[src/rtl/vrc_pkg.sv]
package vrc_pkg;

  // Configuration register indexes
  localparam int CFG_IDX_W = 2;
  localparam logic [CFG_IDX_W-1:0] CFG_VALUE_MIN  = 2'd0;
  localparam logic [CFG_IDX_W-1:0] CFG_NORM_SCALE = 2'd1;
  localparam logic [CFG_IDX_W-1:0] CFG_PAST_MAX   = 2'd2;

  localparam int SAMPLE_W = 32;
  localparam int SCALE_W  = 32;
  localparam int PROD_W   = 64;
  localparam int FRAC_DROP = 20;           // Q16.16 * Q16.16 -> Q.12
  localparam int Q12_W    = PROD_W - FRAC_DROP;
  localparam int COL_W    = 13;            // clamped colour, 0..6144
  localparam int CH_W     = 8;

  // Colour breakpoints, Q.12
  localparam logic [COL_W-1:0] COL_EIGHTH     = 13'd512;
  localparam logic [COL_W-1:0] COL_3_EIGHTHS  = 13'd1536;
  localparam logic [COL_W-1:0] COL_5_EIGHTHS  = 13'd2560;
  localparam logic [COL_W-1:0] COL_7_EIGHTHS  = 13'd3584;
  localparam logic [COL_W-1:0] COL_ONE        = 13'd4096;
  localparam logic [COL_W-1:0] COL_9_EIGHTHS  = 13'd4608;
  localparam logic [COL_W-1:0] COL_5_QUARTERS = 13'd5120;
  localparam logic [COL_W-1:0] COL_MAX        = 13'd6144;

  localparam logic [CH_W-1:0] CH_FULL  = 8'd255;
  localparam logic [CH_W-1:0] CH_ZERO  = 8'd0;
  localparam logic [CH_W-1:0] DARK_RED = 8'd128;

  typedef struct packed {
    logic [CH_W-1:0] red;
    logic [CH_W-1:0] green;
    logic [CH_W-1:0] blue;
  } rgb_t;

  // floor(d * 1020 / 4096), low 8 bits; 1020*d = 1024*d - 4*d
  function automatic logic [CH_W-1:0] ramp(input logic [COL_W-1:0] d);
    logic [COL_W+9:0] p;
    p = ({10'd0, d} << 10) - ({10'd0, d} << 2);
    return p[19:12];
  endfunction

endpackage

[src/rtl/vrc_map.sv]
module vrc_map (
  input  logic [vrc_pkg::COL_W-1:0] col,
  input  logic                      past_max,
  output vrc_pkg::rgb_t             rgb
);
  import vrc_pkg::*;

  // Piecewise-linear jet segments, selected by colour
  always_comb begin
    rgb = '{red: CH_ZERO, green: CH_ZERO, blue: CH_ZERO};
    if (col < COL_EIGHTH) begin
      rgb.blue = ramp(col + COL_EIGHTH);
    end else if (col < COL_3_EIGHTHS) begin
      rgb.green = ramp(col - COL_EIGHTH);
      rgb.blue  = CH_FULL;
    end else if (col < COL_5_EIGHTHS) begin
      rgb.red   = ramp(col - COL_3_EIGHTHS);
      rgb.green = CH_FULL;
      rgb.blue  = ramp(COL_5_EIGHTHS - col);
    end else if (col < COL_7_EIGHTHS) begin
      rgb.red   = CH_FULL;
      rgb.green = ramp(COL_7_EIGHTHS - col);
    end else if (col < COL_ONE) begin
      rgb.red = ramp(COL_9_EIGHTHS - col);
    end else if (past_max) begin
      // beyond max: magenta, pink, white
      if (col < COL_9_EIGHTHS) begin
        rgb.red  = ramp(col - COL_7_EIGHTHS);
        rgb.blue = ramp(col - COL_ONE);
      end else if (col < COL_5_QUARTERS) begin
        rgb.red  = CH_FULL;
        rgb.blue = ramp(col - COL_ONE);
      end else if (col < COL_MAX) begin
        rgb.red   = CH_FULL;
        rgb.green = ramp(col - COL_5_QUARTERS);
        rgb.blue  = CH_FULL;
      end else begin
        rgb = '{red: CH_FULL, green: CH_FULL, blue: CH_FULL};
      end
    end else begin
      rgb.red = DARK_RED;
    end
  end

endmodule

[src/rtl/value_to_rgb_colormap_core.sv]
// Channel  | Signals                                | Direction
// ---------+----------------------------------------+----------
// input    | in_valid, in_ready, sample             | in
// output   | out_valid, out_ready, red, green, blue | out
// config   | cfg_we, cfg_index, cfg_data            | in
//
// Three register stages: sample register, product register, pixel register.
// A result moves through the sample, product and pixel registers in turn; one request per cycle
// unless a stalled output has filled every stage. The 32x32 normalizing multiply sets the product
// stage; the map sets the last. Synchronous reset clears the stage valids and loads the register defaults.
// A stalled output holds; earlier stages keep filling until every stage is full.
module value_to_rgb_colormap_core (
  input  logic                           clk,
  input  logic                           rst,
  input  logic                           in_valid,
  output logic                           in_ready,
  input  logic signed [31:0]             sample,
  output logic                           out_valid,
  input  logic                           out_ready,
  output logic [7:0]                     red,
  output logic [7:0]                     green,
  output logic [7:0]                     blue,
  input  logic                           cfg_we,
  input  logic [vrc_pkg::CFG_IDX_W-1:0]  cfg_index,
  input  logic [31:0]                    cfg_data
);
  import vrc_pkg::*;

  logic signed [SAMPLE_W-1:0] value_min;
  logic [SCALE_W-1:0]         norm_scale;
  logic                       past_max;

  logic                       s1_valid;
  logic signed [SAMPLE_W-1:0] s1_sample;
  logic                       s2_valid;
  logic [PROD_W-1:0]          s2_prod;
  rgb_t                       pix;

  logic s1_ready, s2_ready, s3_ready;
  logic [SAMPLE_W:0]          diff;
  logic                       diff_pos;
  logic [PROD_W-1:0]          prod_next;
  logic [Q12_W-1:0]           q12;
  logic [COL_W-1:0]           col;
  rgb_t                       rgb_next;

  // Configuration registers
  always_ff @(posedge clk) begin
    if (rst) begin
      value_min  <= '0;
      norm_scale <= SCALE_W'(65536);
      past_max   <= 1'b1;
    end else if (cfg_we) begin
      case (cfg_index)
        CFG_VALUE_MIN:  value_min  <= cfg_data;
        CFG_NORM_SCALE: norm_scale <= cfg_data;
        CFG_PAST_MAX:   past_max   <= cfg_data[0];
        default:        ;
      endcase
    end
  end

  // Per-stage ready chain
  assign s3_ready = !out_valid || out_ready;
  assign s2_ready = !s2_valid || s3_ready;
  assign s1_ready = !s1_valid || s2_ready;
  assign in_ready = s1_ready;

  // Stage 2 logic: exact 33-bit difference, product only when positive
  assign diff      = {s1_sample[SAMPLE_W-1], s1_sample} - {value_min[SAMPLE_W-1], value_min};
  assign diff_pos  = !diff[SAMPLE_W] && (diff[SAMPLE_W-1:0] != '0);
  assign prod_next = diff_pos ? (PROD_W'(diff[SAMPLE_W-1:0]) * PROD_W'(norm_scale)) : '0;

  // Stage 3 logic: truncate to Q.12, clamp, map
  assign q12 = s2_prod[PROD_W-1:FRAC_DROP];
  assign col = (q12 > Q12_W'(COL_MAX)) ? COL_MAX : q12[COL_W-1:0];

  vrc_map u_map (
    .col      (col),
    .past_max (past_max),
    .rgb      (rgb_next)
  );

  // Pipeline valids
  always_ff @(posedge clk) begin
    if (rst) begin
      s1_valid  <= 1'b0;
      s2_valid  <= 1'b0;
      out_valid <= 1'b0;
    end else begin
      if (s1_ready) s1_valid  <= in_valid;
      if (s2_ready) s2_valid  <= s1_valid;
      if (s3_ready) out_valid <= s2_valid;
    end
  end

  // Pipeline payload
  always_ff @(posedge clk) begin
    if (s1_ready && in_valid) s1_sample <= sample;
    if (s2_ready && s1_valid) s2_prod   <= prod_next;
    if (s3_ready && s2_valid) pix       <= rgb_next;
  end

  assign red   = pix.red;
  assign green = pix.green;
  assign blue  = pix.blue;

endmodule

[config.mk]
export PLATFORM = sky130hd
export DESIGN_NAME = value_to_rgb_colormap_core
export DESIGN_NICKNAME = d
export VERILOG_FILES = /design/src/rtl/vrc_pkg.sv /design/src/rtl/vrc_map.sv /design/src/rtl/value_to_rgb_colormap_core.sv
export SDC_FILE = /design/constraint.sdc
export NUM_CORES = 2
export LEC_CHECK = 0
export BUFFER_PORTS_ARGS = -buffer_cell sky130_fd_sc_hd__buf_2
export CORE_MARGIN = 3
export CORE_UTILIZATION = 35
export DETAILED_ROUTE_END_ITERATION = 6
export PLACE_DENSITY = 0.55
export SYNTH_ARGS = -nofsm -noshare
export SYNTH_HDL_FRONTEND = slang
export SYNTH_SLANG_ARGS = --single-unit
[constraint.sdc]
create_clock -name clk -period 15.7 [get_ports clk]
set_clock_uncertainty 0.2 [all_clocks]
set_input_delay 0.785 -clock clk [delete_from_list [all_inputs] [get_ports clk]]
set_output_delay 0.785 -clock clk [all_outputs]
set_load 0.005 [all_outputs]
# Yosys cells after proc, flatten, opt, wreduce, memory -nomap -nowiden
# Index checks and enable logic that the tools add are counted.
[op_classes]
n_lt_le_gt_ge = 9
addsub = 19
n_reduce_logical = 17
multipliers = 1
n_eq_ne = 2
mux = 19
[ops]
columns = ["cell", "count"]
rows = [
  ["subtractor 20 x 15 -> 20 bit", 9],
  ["two-way mux 16 bit", 5],
  ["two-way mux 8 bit", 10],
  ["two-way mux 24 bit", 3],
  ["multiplier 32 x 32 -> 64 bit", 1],
  ["less-than comparator 13 bit, second input constant", 4],
  ["greater-than comparator 44 x 13 -> 1 bit, second input constant", 1],
  ["subtractor 32 x 32 -> 33 bit", 1],
  ["nonzero test 32 bit", 1],
  ["less-than comparator 13 x 12 -> 1 bit, second input constant", 2],
  ["subtractor 12 x 13 -> 13 bit, first input constant", 2],
  ["subtractor 13 bit, second input constant", 2],
  ["adder 13 x 10 -> 13 bit, second input constant", 1],
  ["less-than comparator 13 x 10 -> 1 bit, second input constant", 1],
  ["less-than comparator 13 x 11 -> 1 bit, second input constant", 1],
  ["two-way mux 13 bit", 1],
  ["subtractor 13 x 10 -> 13 bit, second input constant", 1],
  ["subtractor 13 x 11 -> 13 bit, second input constant", 1],
  ["subtractor 13 x 12 -> 13 bit, second input constant", 1],
  ["subtractor 13 bit, first input constant", 1],
  ["AND reduction 2 bit", 3],
  ["logical AND 1 bit", 4],
  ["zero test 1 bit", 4],
  ["logical OR 1 bit", 3],
  ["other kinds (4)", 4],
]
[word_totals]
reg_bits = 188
word_cells = 78
out_inout_bits = 26

# Logic depth before layout (Yosys ltp)
[logic_depth]
depth_word = 15
ltp_mapped = 41
ltp_nobuf = 39

# Hierarchy
# From an unflattened synthesis, not the netlist that was laid out.
[unflattened]
hier_cells = 4907
hier_area_um2 = 43875.8
[by_module_without_submodules]
columns = ["module", "area_per_inst_um2", "cells_each", "seq_area_each_um2", "n_inst"]
rows = [
  ["value_to_rgb_colormap_core", 40356.2, 4392, 4364.2, 1],
  ["vrc_map", 3519.6, 515, 0.0, 1],
]

# Worst setup path after synthesis
# Ideal clock, no wire load.
[synth_timing]
path_kind = "reg-to-reg"
from = "register s1_sample[0]"
to = "register s2_prod[63], data pin"
setup_time_ns = 0.264
stages_incl_launch_ff = 35
setup_slack_ns = 5.915
synth_period_minus_slack_ns = 9.785
t_required_ns = 15.236
t_arrival_ns = 9.322
cell_sequence = "edfxtp_1 > inv_1 > ha_1 > fa_1 > nand2b_1 > a21oi_1 > o211ai_1 > a21oi_1 > a311oi_2 > a21o_1 > a311oi_1 > clkbuf_1 > and2_1 > fa_1 > inv_1 > fa_1 > fa_1 > fa_1 > inv_1 > fa_1 > fa_1 > fa_1 > fa_1 > ha_1 > clkbuf_1 > a21oi_1 > o21ai_0 > a21oi_1 > nor2_1 > or3_1 > a21o_1 > a211oi_2 > o31ai_2 > and4_1 > o41a_1"
[synth_via]
elab_chain_len = 3
[synth_rtl]
columns = ["element", "line", "rtl"]
rows = [
  ["from (decl)", "value_to_rgb_colormap_core.sv:34", "logic signed [SAMPLE_W-1:0] s1_sample;"],
  ["from (signal assigned)", "value_to_rgb_colormap_core.sv:99", "if (s1_ready && in_valid) s1_sample <= sample;"],
  ["subtractor 32 x 32 -> 33 bit (*)", "value_to_rgb_colormap_core.sv:70", "assign diff = {s1_sample[SAMPLE_W-1], s1_sample} - {value_min[SAMPLE_W-1], value_min};"],
  ["parallel branches: the longest is 2 deep, another holds multiplier 32 x 32 -> 64 bit", "n/a", ""],
  ["to (signal assigned)", "value_to_rgb_colormap_core.sv:100", "if (s2_ready && s1_valid) s2_prod <= prod_next;"],
  ["to (decl)", "value_to_rgb_colormap_core.sv:36", "logic [PROD_W-1:0] s2_prod;"],
]
# Mark *: on every way between the ends.
# A chain may end at the register's enable or synchronous reset.

# Worst setup path after layout
[layout_timing]
from = "register value_min[20]"
to = "register s2_prod[63], data pin"
[layout_via]
elab_chain_len = 3
[layout_rtl]
columns = ["element", "line", "rtl"]
rows = [
  ["from (decl)", "value_to_rgb_colormap_core.sv:29", "logic signed [SAMPLE_W-1:0] value_min;"],
  ["from (signal assigned)", "value_to_rgb_colormap_core.sv:55", "CFG_VALUE_MIN: value_min <= cfg_data;"],
  ["subtractor 32 x 32 -> 33 bit (*)", "value_to_rgb_colormap_core.sv:70", ""],
  ["parallel branches: the longest is 2 deep, another holds multiplier 32 x 32 -> 64 bit", "n/a", ""],
]
# Marks and branches as above.

==> impl_summary.txt <==
----------------------------------------------------
[Global routing]
  Initial antenna violation count ... 8
  GR Util All Layers ... roughly a fifth
  GRT Residual Overflow ... 0
  Via count of the first global-routing pass ... roughly 34000
  Largest net degree at the start of global routing ... 69
  Wire length of the first global-routing pass ... 205800 um

[Die]
  Placeable core area ... approximately 120000 um2
  Area of the die ... between 100000 and 150000 um2
  Standard-cell rows ... between 100 and 150
  Die Width ... 358.7 um
  Starting utilization of the core area ... about 35%
  Chip height ... around 360 um
  Number of ports placed on the die boundary ... 97

[Clock tree]
  H-tree Lvls ... 4
  Number of clock sinks ... between 150 and 200
  Number of resized instances in the post-cts repair step ... 0
  CTS buffer count ... 17
  CTS Root Cell ... sky130_fd_sc_hd__clkbuf_16
  Number of buffers added for setup after CTS ... 0
  Clock insertion delay at the later pin of the skew report ... about 0.51 ns
  Maximum count of clock buffers along a single path ... 2
  CTS tree ... done
  Clock transition at the registers of the reported paths ... about 0.08 ns
  Hold_buf cts ... 0

[Placement]
  Final estimated routing congestion in global placement ... about 0.91
  Number of buffers added on ports ... 96
  Setup slack at placement ... approximately 4.8 ns
  Half-perimeter wire length after placement ... just under 100000 um

[STA]
  Number of hold-slack violations in the final timing report ... 0
  Maximum frequency from static timing analysis ... 0.09096 GHz
  Count of endpoints failing setup in the final report ... 0
  Setup slack of the critical path after layout ... 4.706 ns
  Unrepaired setup endpoints after global routing ... false
  Worst slew margin ... a little under a third
  Final-report max-slew violation count ... 0
  Final clock period utilization by the worst path ... a little over two thirds
  Worst Max-Slew Pin Slew ... a little over 1 ns
  Setup TNS after final layout ... 0 ns
  Min Clock Period, post-route ... about 11 ns

[Worst hold path]
  Worst hold-check path type ... in -> reg

[Drt]
  Final routed DRC violation total ... 11
  Number of routed nets with antenna violations ... 0
  Routed wirelength normalized by instance count ... 20.77 um
  Avg Vias per Cell ... 5.075
  First DRT Iteration DRCs ... between 2000 and 2500
  Wire length after detailed routing ... about 130000 um
  Iteration count of the initial detailed-routing pass ... 7
  Via count ... ~32000

[Synthesis]
  Synth warnings ... 0
  Share of flip-flops with an asynchronous set or reset ... 0%
  Biggest area consumer among synthesized cells ... sky130_fd_sc_hd__fa_1
  Average cell area after synthesis ... between 9 and 10 um2
  Post-synthesis instance area ... approximately 44000 um2
  Syn nets ... slightly above 6000
  Fraction of post-synthesis cell area in the top cell type by area ... 41.21%
  Biggest area contributors in the synthesized netlist ... sky130_fd_sc_hd__fa_1 41%, sky130_fd_sc_hd__ha_1 9.5%, sky130_fd_sc_hd__inv_1 8.2%, sky130_fd_sc_hd__and2_1 7.2%, sky130_fd_sc_hd__edfxtp_1 6.9%
  Number of distinct standard cells referenced by the synthesized netlist ... 99
  Portion of the post-synthesis area used by sequential elements ... 10.03%
  Dominant synthesized flop cell ... sky130_fd_sc_hd__edfxtp_1
  Cells after synthesis ... 4816
  Count of flip-flops with a built-in enable after synthesis ... 100
  FF+latch count, synth ... around 170

[Critical path]
  Critical path arrival ... roughly 11 ns
  Maximum fanout count along the critical path ... 20
  Launching element type of the critical path ... register
  Worst path most repeated cell ... sky130_fd_sc_hd__fa_1
  Largest stage delay on the critical path ... roughly 0.71 ns
  Data required time of the critical path ... 15.75 ns
  Worst path slowest cell ... sky130_fd_sc_hd__xor2_2
  Critical path endpoint category ... register
  Type of the worst setup path ... reg -> reg

[Pwr]
  Static leakage ... roughly 22 nW
  Peak VDD IR ... 0.0001043 V
  Pwr/cell area ... ~100 nW/um2

[Finish]
  Leading cell types in the layout, fill and taps excluded ... 949 x sky130_fd_sc_hd__inv_1, 896 x sky130_fd_sc_hd__fa_1, 690 x sky130_fd_sc_hd__nand2_1, 503 x sky130_fd_sc_hd__and2_1, 331 x sky130_fd_sc_hd__ha_1
  Area of all sequential standard cells ... 4373 um2
  Ratio of cells with drive above 1 in the final layout ... under 10%
  Most frequent standard cell in the layout excluding fill and tap cells ... sky130_fd_sc_hd__inv_1
  Filler cell count ... 12550
  Footprint of the multi-input gates ... between 30000 and 40000 um2
  Area overhead of the layout relative to synthesis ... 6.680%
  NumNets Final ... about 6000

[Run]
  Max-capacitance violation count ... 0

[Run status]
  Outcome ... finished, violations left
  Violations in the final reports ... design-rule violations

----------------------------------------------------
[final timing paths]
kind	to	slack, ns	start	cells after the start
max	s2_prod[63]	4.71	value_min[20]	35
min	s1_sample[17]	0.24	sample[17]	1
max reg2reg	s2_prod[63]	4.71	value_min[20]	35
min reg2reg	value_min[21]	0.24	value_min[21]	2
[report_power, final]
part           leakage [nW]  switching [mW]  internal, mW
Sequential             1.46          0.0607         0.598
Combinational          20.1            2.40          1.37
Clock                 0.289           0.216         0.221
Total                  21.9            2.68          2.18
[registers in the layout, indices dropped and copies added, names as in the netlist]
register,count
s1_valid,1
value_min,32
red,8
blue,8
norm_scale,32
s2_valid,1
past_max,1
green,8
out_valid,1
s1_sample,32
s2_prod,44
[stage by stage]
stage | cell area, um2 | total power, mW | util [%] | std cells | hold WS, ns
floorplan | 43530 | 3.172 | - | 4816 | 0.2363
global placement | 45860 | 4.379 | 37.38 | 6352 | 0.2418
detailed placement | 45860 | 4.396 | 37.38 | 6352 | 0.2475
CTS | 46430 | 4.867 | 37.85 | 6384 | 0.2017
global route | 46430 | 5.318 | 37.85 | 6384 | 0.2145
finish | 46440 | 4.862 | 37.85 | 6385 | 0.2450
[cell type report]
class / count / area share [%]
Multi-Input combinational cell: 3439 / 75.06
Inverter: 952 / 7.695
Antenna cell: 1 / 0.005389
Clock inverter: 12 / 0.2344
Clock buffer: 20 / 1.008
Tap cell: 1625 / 4.378
Sequential cell: 168 / 9.417
Timing Repair Buffer: 168 / 2.199
[logic make-up (layout without fill, tap and decap cells)]
logic type | count (synthesis) | after routing | synth area share (%)
other cells | 0 | 1 | 0
compound gates | 494 | 494 | 7.330
simple gates | 1580 | 1580 | 18.57
xor+xnor | 130 | 130 | 2.616
fa+ha+maj | 1227 | 1227 | 50.72
buf+inv | 1209 | 1152 | 10.54
mux | 8 | 8 | 0.1983
flops | 168 | 168 | 10.03
[cells in the mapped netlist, types with 4 or more instances]
cell,instances
sky130_fd_sc_hd__inv_1,949
sky130_fd_sc_hd__fa_1,896
sky130_fd_sc_hd__nand2_1,690
sky130_fd_sc_hd__and2_1,503
sky130_fd_sc_hd__ha_1,331
sky130_fd_sc_hd__clkbuf_1,241
sky130_fd_sc_hd__a21oi_1,204
sky130_fd_sc_hd__edfxtp_1,100
sky130_fd_sc_hd__nor2_1,87
sky130_fd_sc_hd__xnor2_1,82
sky130_fd_sc_hd__o21ai_0,72
sky130_fd_sc_hd__dfxtp_1,68
sky130_fd_sc_hd__nor2b_1,53
sky130_fd_sc_hd__xor2_1,48
sky130_fd_sc_hd__a21o_1,46
sky130_fd_sc_hd__nand2b_1,36
sky130_fd_sc_hd__nor3_1,34
sky130_fd_sc_hd__nand3_1,33
sky130_fd_sc_hd__and3_1,31
sky130_fd_sc_hd__nor3_2,30
sky130_fd_sc_hd__nand4_1,19
sky130_fd_sc_hd__a31oi_1,18
sky130_fd_sc_hd__nor4_1,15
sky130_fd_sc_hd__o21bai_1,15
sky130_fd_sc_hd__a211oi_1,14
sky130_fd_sc_hd__o21a_1,14
sky130_fd_sc_hd__o211ai_1,11
sky130_fd_sc_hd__or2_2,11
sky130_fd_sc_hd__or3_1,11
sky130_fd_sc_hd__a211o_1,7
sky130_fd_sc_hd__a221oi_1,7
sky130_fd_sc_hd__buf_2,7
sky130_fd_sc_hd__o21ai_1,7
sky130_fd_sc_hd__a21boi_0,5
sky130_fd_sc_hd__a41oi_1,5
sky130_fd_sc_hd__buf_6,5
sky130_fd_sc_hd__mux2i_1,5
sky130_fd_sc_hd__o31ai_1,5
sky130_fd_sc_hd__a311oi_1,4
sky130_fd_sc_hd__o2111ai_1,4
sky130_fd_sc_hd__o22ai_1,4
[per-layer routing]
layer | track usage, % | routed length [um] | vias to the layer above
met5 | 0 | 0 | -
met4 | 5.336 | 3338 | 0
met3 | 3.962 | 9416 | 185
met2 | 33.86 | 61180 | 1053
met1 | 29.35 | 58700 | 16660
li1 | - | - | 14500
[critical path: cells and delay by family (launching register included)]
| family | cells | cell delay, ns |
|---|---|---|
| adders and majority gates | 10 | 4.62 |
| DFF | 1 | 0.33 |
| AOI/OAI and AO/OA | 11 | 2.89 |
| buffers and inverters | 7 | 0.74 |
| and+or+nand+nor | 6 | 1.23 |
| xor gates and xnor gates | 1 | 0.71 |
Note: power is estimated with default switching activity, not from simulation.
